--- src/hdl/ltlb_pkg.sv ---
`timescale 1ns / 1ps
`default_nettype none

package ltlb_pkg;

    // Geometry
    localparam int ENTRIES = 16;
    localparam int IDX_W   = $clog2(ENTRIES);
    localparam int RANK_W  = IDX_W;
    localparam int CNT_W   = $clog2(ENTRIES + 1);
    localparam int PAGE_W  = 20;
    localparam int FRAME_W = 20;
    localparam int LIMIT_W = 5;
    localparam int CAP_W   = (CNT_W > LIMIT_W) ? CNT_W : LIMIT_W;

    localparam logic [LIMIT_W-1:0] LIMIT_RESET = LIMIT_W'(16);

    // Item function codes
    localparam logic FUNC_LOOKUP = 1'b0;
    localparam logic FUNC_FILL   = 1'b1;

    typedef struct packed {
        logic               func;
        logic [PAGE_W-1:0]  page_number;
        logic [FRAME_W-1:0] fill_frame;
    } in_t;

    typedef struct packed {
        logic               hit;
        logic [FRAME_W-1:0] frame;
        logic               evicted;
        logic [PAGE_W-1:0]  evicted_page;
    } out_t;

    // Search token walking down the cell row
    typedef struct packed {
        logic               live;
        logic               found;
        logic [IDX_W-1:0]   found_idx;
        logic [RANK_W-1:0]  found_rank;
        logic [FRAME_W-1:0] found_frame;
        logic [CNT_W-1:0]   count;
        logic               old_ok;
        logic [IDX_W-1:0]   old_idx;
        logic [RANK_W-1:0]  old_rank;
        logic [PAGE_W-1:0]  old_page;
        logic               free_ok;
        logic [IDX_W-1:0]   free_idx;
    } tok_t;

    // Update broadcast to all cells at commit
    typedef struct packed {
        logic               en;
        logic [IDX_W-1:0]   idx;
        logic               wr_page;
        logic               wr_frame;
        logic               set_valid;
        logic               age_all;
        logic [RANK_W-1:0]  thr;
        logic [PAGE_W-1:0]  page;
        logic [FRAME_W-1:0] frame;
    } upd_t;

endpackage

`default_nettype wire

--- src/hdl/ltlb_cell.sv ---
`timescale 1ns / 1ps
`default_nettype none

module ltlb_cell
    import ltlb_pkg::*;
(
    input  wire logic              clk,
    input  wire logic              rst_n,
    input  wire logic [IDX_W-1:0]  cell_idx,
    input  wire logic [PAGE_W-1:0] item_page,
    input  wire tok_t              tok_in,
    output tok_t                   tok_out,
    input  wire upd_t              upd
);

    logic [PAGE_W-1:0]  page_reg,  page_next;
    logic [FRAME_W-1:0] frame_reg, frame_next;
    logic               valid_reg, valid_next;
    logic [RANK_W-1:0]  rank_reg,  rank_next;
    tok_t               tok_reg,   tok_next;
    logic               live_reg;

    // Fold this slot into the passing token
    always_comb
    begin
        tok_next = tok_in;
        if (valid_reg)
        begin
            tok_next.count = tok_in.count + CNT_W'(1);
            if (!tok_in.found && page_reg == item_page)
            begin
                tok_next.found       = 1'b1;
                tok_next.found_idx   = cell_idx;
                tok_next.found_rank  = rank_reg;
                tok_next.found_frame = frame_reg;
            end
            if (!tok_in.old_ok || rank_reg > tok_in.old_rank)
            begin
                tok_next.old_ok   = 1'b1;
                tok_next.old_idx  = cell_idx;
                tok_next.old_rank = rank_reg;
                tok_next.old_page = page_reg;
            end
        end
        else if (!tok_in.free_ok)
        begin
            tok_next.free_ok  = 1'b1;
            tok_next.free_idx = cell_idx;
        end
    end

    // Apply commit: write the target slot, age the younger ones
    always_comb
    begin
        page_next  = page_reg;
        frame_next = frame_reg;
        valid_next = valid_reg;
        rank_next  = rank_reg;
        if (upd.en && upd.idx == cell_idx)
        begin
            if (upd.wr_page)
                page_next = upd.page;
            if (upd.wr_frame)
                frame_next = upd.frame;
            if (upd.set_valid)
                valid_next = 1'b1;
            rank_next = '0;
        end
        else if (upd.en && valid_reg && (upd.age_all || rank_reg < upd.thr))
        begin
            rank_next = rank_reg + RANK_W'(1);
        end
    end

    // Control state and token live bit
    always_ff @(posedge clk or negedge rst_n)
    begin
        if (!rst_n)
        begin
            valid_reg <= 1'b0;
            rank_reg  <= '0;
            live_reg  <= 1'b0;
        end
        else
        begin
            valid_reg <= valid_next;
            rank_reg  <= rank_next;
            live_reg  <= tok_in.live;
        end
    end

    // Slot payload and token payload
    always_ff @(posedge clk)
    begin
        page_reg  <= page_next;
        frame_reg <= frame_next;
        if (tok_in.live)
            tok_reg <= tok_next;
    end

    // Hand the token to the next cell
    always_comb
    begin
        tok_out      = tok_reg;
        tok_out.live = live_reg;
    end

endmodule

`default_nettype wire

--- src/hdl/lru_tlb.sv ---
// Fully associative translation buffer with least-recently-used replacement,
// built as a row of ENTRIES slot cells. An accepted item sends a search token
// down the row one cell per cycle; at the end of the row the outcome (hit,
// free slot or victim) is committed to all cells at once and the result
// is loaded into the output register. A new item is accepted only once the
// previous one has been committed, after its token has walked the whole row.
// The store is empty after reset with no clearing pass. Write entry_limit
// only while the block is idle; 0 acts as 1 and values above ENTRIES act as
// ENTRIES.
`timescale 1ns / 1ps
`default_nettype none

module lru_tlb
    import ltlb_pkg::*;
(
    input  wire logic               clk,
    input  wire logic               rst_n,
    input  wire logic               in_valid,
    output logic                    in_ready,
    input  wire in_t                in_data,
    output logic                    out_valid,
    input  wire logic               out_ready,
    output out_t                    out_data,
    input  wire logic               cfg_wr_en,
    input  wire logic [LIMIT_W-1:0] cfg_wr_data
);

    localparam logic [1:0] ST_IDLE   = 2'd0;
    localparam logic [1:0] ST_SCAN   = 2'd1;
    localparam logic [1:0] ST_COMMIT = 2'd2;

    logic [1:0]         state_reg, state_next;
    logic [LIMIT_W-1:0] limit_reg;
    in_t                item_reg;
    logic               start_reg;
    tok_t               fin_reg;
    logic               out_valid_reg, out_valid_next;
    out_t               out_data_reg;

    tok_t               tok_w [ENTRIES+1];
    upd_t               upd;
    out_t               result;
    logic               in_acc;
    logic               out_free;
    logic               commit;
    logic [CAP_W-1:0]   cap;
    logic               full;
    logic [PAGE_W-1:0]  item_page_w;

    assign in_ready = (state_reg == ST_IDLE);
    assign in_acc   = in_valid && in_ready;
    assign out_free = !out_valid_reg || out_ready;
    assign commit   = (state_reg == ST_COMMIT) && out_free;

    // Launch a fresh token into the first cell
    always_comb
    begin
        tok_w[0]      = '0;
        tok_w[0].live = start_reg;
    end

    assign item_page_w = item_reg.page_number;

    // Row of slot cells
    for (genvar i = 0; i < ENTRIES; i++)
    begin : g_cell
        ltlb_cell u_cell (
            .clk       (clk),
            .rst_n     (rst_n),
            .cell_idx  (IDX_W'(i)),
            .item_page (item_page_w),
            .tok_in    (tok_w[i]),
            .tok_out   (tok_w[i+1]),
            .upd       (upd)
        );
    end

    // Clamp the capacity register
    always_comb
    begin
        if (limit_reg == '0)
            cap = CAP_W'(1);
        else if (CAP_W'(limit_reg) > CAP_W'(ENTRIES))
            cap = CAP_W'(ENTRIES);
        else
            cap = CAP_W'(limit_reg);
    end

    assign full = (CAP_W'(fin_reg.count) >= cap) || !fin_reg.free_ok;

    // Decide the outcome from the finished token
    always_comb
    begin
        result        = '0;
        upd           = '0;
        upd.page      = item_reg.page_number;
        upd.frame     = item_reg.fill_frame;
        if (fin_reg.found)
        begin
            result.hit   = 1'b1;
            result.frame = fin_reg.found_frame;
            upd.en       = commit;
            upd.idx      = fin_reg.found_idx;
            upd.wr_frame = (item_reg.func == FUNC_FILL);
            upd.thr      = fin_reg.found_rank;
        end
        else if (item_reg.func == FUNC_FILL)
        begin
            upd.en       = commit;
            upd.wr_page  = 1'b1;
            upd.wr_frame = 1'b1;
            if (full)
            begin
                result.evicted      = 1'b1;
                result.evicted_page = fin_reg.old_page;
                upd.idx             = fin_reg.old_idx;
                upd.thr             = fin_reg.old_rank;
            end
            else
            begin
                upd.idx       = fin_reg.free_idx;
                upd.set_valid = 1'b1;
                upd.age_all   = 1'b1;
            end
        end
    end

    // Sequence one item at a time
    always_comb
    begin
        state_next = state_reg;
        case (state_reg)
            ST_IDLE:
            begin
                if (in_acc)
                    state_next = ST_SCAN;
            end
            ST_SCAN:
            begin
                if (tok_w[ENTRIES].live)
                    state_next = ST_COMMIT;
            end
            ST_COMMIT:
            begin
                if (out_free)
                    state_next = ST_IDLE;
            end
            default:
            begin
                state_next = ST_IDLE;
            end
        endcase
    end

    // Hold the output item until taken
    always_comb
    begin
        out_valid_next = out_valid_reg;
        if (commit)
            out_valid_next = 1'b1;
        else if (out_ready)
            out_valid_next = 1'b0;
    end

    // Control registers
    always_ff @(posedge clk or negedge rst_n)
    begin
        if (!rst_n)
        begin
            state_reg     <= ST_IDLE;
            limit_reg     <= LIMIT_RESET;
            start_reg     <= 1'b0;
            out_valid_reg <= 1'b0;
        end
        else
        begin
            state_reg     <= state_next;
            start_reg     <= in_acc;
            out_valid_reg <= out_valid_next;
            if (cfg_wr_en)
                limit_reg <= cfg_wr_data;
        end
    end

    // Payload registers
    always_ff @(posedge clk)
    begin
        if (in_acc)
            item_reg <= in_data;
        if (state_reg == ST_SCAN && tok_w[ENTRIES].live)
            fin_reg <= tok_w[ENTRIES];
        if (commit)
            out_data_reg <= result;
    end

    assign out_valid = out_valid_reg;
    assign out_data  = out_data_reg;

endmodule

`default_nettype wire

--- config.mk ---
export PLATFORM = sky130hd
export DESIGN_NAME = lru_tlb
export DESIGN_NICKNAME = d
export VERILOG_FILES = /design/src/hdl/ltlb_pkg.sv /design/src/hdl/ltlb_cell.sv /design/src/hdl/lru_tlb.sv
export SDC_FILE = /design/constraint.sdc
export NUM_CORES = 2
export LEC_CHECK = 0
export ABC_CLOCK_PERIOD_IN_PS = 7400
export BUFFER_PORTS_ARGS = -buffer_cell sky130_fd_sc_hd__buf_4
export CORE_MARGIN = 3
export CORE_UTILIZATION = 63
export DETAILED_ROUTE_END_ITERATION = 10
export PLACE_DENSITY = 0.78
export SYNTH_ARGS = -nofsm -noshare
export SYNTH_HDL_FRONTEND = slang
export SYNTH_HIERARCHICAL = 1
export SYNTH_SLANG_ARGS = --single-unit
--- constraint.sdc ---
create_clock -name clk -period 7.4 [get_ports clk]
set_clock_uncertainty 0.15 [all_clocks]
set_input_delay 0 -clock clk [delete_from_list [all_inputs] [get_ports clk]]
set_output_delay 0 -clock clk [all_outputs]
set_load 0.02 [all_outputs]
== Word level (Yosys, flattened, before mapping) ==
Index checks and enable logic that the tools add are counted.

* Word-level logic and storage cells: 710
* Flip-flop bits (word level): 1982
* Input port bits: 51
* Output and inout bits: 44

* $lt $le $gt $ge: 33
* Reductions and logical operators: 203
* $add $sub $neg: 31
* Eq/ne operators: 36
* Bitwise operators: 2
* Muxes and demuxes: 129

{| class="wikitable"
|+ Operators with widths
! cell !! count
|-
| two-way mux 63 bit || 15
|-
| two-way mux 29 bit || 31
|-
| == test 20 bit || 16
|-
| two-way mux 4 bit || 50
|-
| AND reduction 2 bit || 49
|-
| two-way mux 5 bit || 19
|-
| adder 5 x 1 -> 5 bit, second input constant || 15
|-
| logical AND 1 bit || 66
|-
| adder 4 x 1 -> 4 bit, second input constant || 16
|-
| less-than comparator 4 bit || 16
|-
| > comparator 4 bit || 15
|-
| two-way mux 21 bit || 2
|-
| nonzero test 2 bit || 17
|-
| logical OR 1 bit || 33
|-
| == test 4 bit, second input constant || 8
|-
| zero test 1 bit || 32
|-
| two-way mux 30 bit || 1
|-
| == test 4 x 3 -> 1 bit, second input constant || 4
|-
| two-way mux 13 bit || 1
|-
| two-way mux 2 bit || 5
|-
| == test 4 x 2 -> 1 bit, second input constant || 2
|-
| one-hot mux 2 bit (3 select lines) || 1
|-
| >= comparator 5 bit || 1
|-
| > comparator 5 bit, second input constant || 1
|-
| other kinds (13) || 18
|}

== Depth between registers and ports, before layout ==
* Depth after elaboration: 13
* Mapped depth: 16
* Depth with buffers taken out: 15

== Hierarchy ==
Netlist, hierarchy kept.

{| class="wikitable"
|+ By module, submodules not included
! module !! instances !! area an instance (µm²) !! sequential area each (µm²) !! cells an instance
|-
| ltlb_cell at g_cell[1].u_cell ... || 9 || 4904.7 || 3393.3 || 271
|-
| ltlb_cell at g_cell[0].u_cell ... || 7 || 4902.2 || 3393.3 || 271
|-
| lru_tlb || 1 || 5435.2 || 4730.8 || 261
|}

== Worst setup path before layout ==
OpenSTA, ideal clock, no wires.

* Path kind: reg2reg
* From: register g_cell[15].u_cell.live_reg
* To: register fin_reg[0] (netlist name), enable pin
* Setup slack: 1301 ps
* Clock period less this slack: 6099 ps
* Arrival time: 5358 ps
* Buffers on the path: 1
* Setup time: 591 ps
* Stages on the path, launching flop included: 4
* Required time: 6659 ps
* Path through: dfrtp_1 > buf_4 > inv_1 > nor3b_1

* Cells in the longest elaborated chain, start to end: 1

{| class="wikitable"
|+ RTL lines
! item !! line !! RTL
|-
| start, declared || ltlb_cell.sv:21 || <nowiki>logic live_reg;</nowiki>
|-
| start signal, assigned || ltlb_cell.sv:88 || <nowiki>live_reg <= tok_in.live;</nowiki>
|-
| logical AND 1 bit || lru_tlb.sv:190 || <nowiki>if (state_reg == ST_SCAN && tok_w[ENTRIES].live)</nowiki>
|-
| end signal, assigned || lru_tlb.sv:191 || <nowiki>fin_reg <= tok_w[ENTRIES];</nowiki>
|-
| end, declared || lru_tlb.sv:36 || <nowiki>tok_t fin_reg;</nowiki>
|}

No other way between the ends.
A chain may end at the register's enable or synchronous reset.

==> impl_metrics.yaml <==
floorplan:
  start_util_pct: 63.6
  io_pins: 95
  dieArea_sq_mm: 0.138
  core_sq_mm: 0.132
  die_w_um: 371
  die_y_um: 371
  rows: 133
cells_and_area:
  nNetsFinal: 5480
  final_area_sq_mm: 0.0945
  fill_cells: 7927
  largest_reg_flops: 1087
  area_growth_syn_to_layout_pct: 12.7
  drive_gt1_share_pct: 27.5
  antenna_cells: 0
synthesis:
  yosys_warnings: 6
  synthCells: 4595
  postSynthAreaPerCell_sq_um: 18.2
  netlist_area_sq_mm: 0.0839
sta:
  fin_hold_ws_ns: 0.171
  max_clock_freq_mhz: 188
  rsz0062_at_grt: "false"
  tightest_slew_ns: 1.13
  period_minus_slack_ns: 5.32
  maxSlewHeadroom_pct: 23.8
  finalSetupViolCount: 0
  setup_tns_ns: 0
  hold_viol_final: 0
  min_period_over_period_pct: 71.9
  maxSlewViolCount: 0
placed_design:
  gp_congestion: 0.814
  port_buffers: 94
  placed_area_sq_mm: 0.0874
  hpwlAfterDp_um: 87700
critical_path:
  worstSetupEndpointType: "flop"
  critPathLaunchType: "flop"
  path_max_fanout: 52
  rrSetupSlack_ns: 2.08
  critPathKind: "flop to flop"
  arrival_ns: 5.58
  required_ns: 7.66
clock_tree:
  cts.clk_slew.worst_paths_ns: 0.06
  cts_tree: "yes"
  cts_max_path_buffers: 3
  htreeDepth: 4
  cts_sinks: 1982
  hold_buffers: 101
  insertion_delay_ns: 0.81
  cts_buffers: 192
  post_cts_resized: 0
  cts_setup_buffers: 0
  cts_root_buf: "clkbuf_16"
pwr:
  worst_ir_drop_vdd_mv: 0.175
  p_leak_nw: 34.5
  power_w: 0.0222
  p_per_area_mw_per_mm2: 235
route:
  vias: 38183
  dr.first_iter.drc_count: 1901
  vias_per_cell: 5.31
  drc: 0
  post_drt_wl_per_cell_um: 18.6
  drt_wl_total_um: 134000
  drtAntennaViolNets: 0
  first_pass_iters: 5
min_path:
  hold_class: "primary input to asynchronous set/reset pin"
global_routing:
  grt_first_pass_wirelength_um: 217000
  grt_pass1_vias: 40514
  antenna_found_initial: 1
  track_usage_pct: 19.9
  grt_max_degree: 70
  gr-total-overflow: 0
job:
  drv_cap: 0
outcome:
  status: "completed"
==> report_power, final <==
part / internal, W / total [W] / leakage [nW] / switching, W
sequential: 0.0124 / 0.0125 / 18.3 / 0.0000773
clock: 0.00533 / 0.00928 / 2.96 / 0.00396
combinational: 0.000246 / 0.000488 / 13.3 / 0.000242
total: 0.0180 / 0.0222 / 34.5 / 0.00428
==> placed cells by master, fill, tap and decap left out, types with 54 or more instances in the layout <==
cell           count
and2_1            76
nand4_1          112
inv_1            126
mux2_4           320
nor2_1           100
nand2_1           54
clkbuf_16        195
buf_4            179
ha_1             149
xor2_1           144
dlygate4sd3_1    100
xnor2_1          352
edfxtp_1        1877
conb_1           338
mux2_2           624
dfrtp_1           88
==> cell type report <==
| class | instances | area (sq um) | area share (%) |
|---|---|---|---|
| flip-flops and latches | 1982 | 59000 | 62.4 |
| well taps | 1755 | 2200 | 2.32 |
| repair buffers | 280 | 2370 | 2.51 |
| clock inverters | 119 | 990 | 1.05 |
| multi-input cells | 2698 | 24400 | 25.8 |
| clock buffers | 236 | 5040 | 5.34 |
| inverters | 126 | 473 | 0.500 |
==> worst max-delay path, cell delays in order, from the launching register on <==
cell      delay [ns]
edfxtp_1        0.87
and2b_2         0.57
o211a_2         0.27
buf_4           0.47
a221o_1         0.28
buf_4           0.34
xor2_1          0.14
nor4_1          0.93
and2_1          0.87
==> worst paths after layout <==
kind                                                     from                         endpoint  cells after the start
worst max-delay path                             item_reg[40]  g_cell[15].u_cell/frame_reg[12]                      8
worst min-delay path                                    rst_n                        start_reg                      4
worst max register to register                   item_reg[40]  g_cell[15].u_cell/frame_reg[12]                      8
worst min register to register  g_cell[15].u_cell/tok_out[35]                      fin_reg[35]                      0
max in group asynchronous                               rst_n       g_cell[11].u_cell/live_reg                      4
min in group clk                g_cell[15].u_cell/tok_out[35]                      fin_reg[35]                      0
==> per-stage QoR <==
step,utilization [%],setup WS [ns],cells
after floorplan,-,1.30,4931
after global placement,66.3,2.27,6740
after detailed placement,66.3,2.14,6740
after CTS,71.7,2.09,7196
after global routing,71.7,1.71,7196
final,71.7,2.08,7196
==> metal layers <==
layer | wire length (um) | track usage, % | vias up
li1 | - | - | 18524
met1 | 57700 | 25.6 | 18797
met2 | 67900 | 34.7 | 634
met3 | 4660 | 3.16 | 228
met4 | 3340 | 6.41 | 0
met5 | 0 | 0 | -
Note: power is estimated with default switching activity, not from simulation.
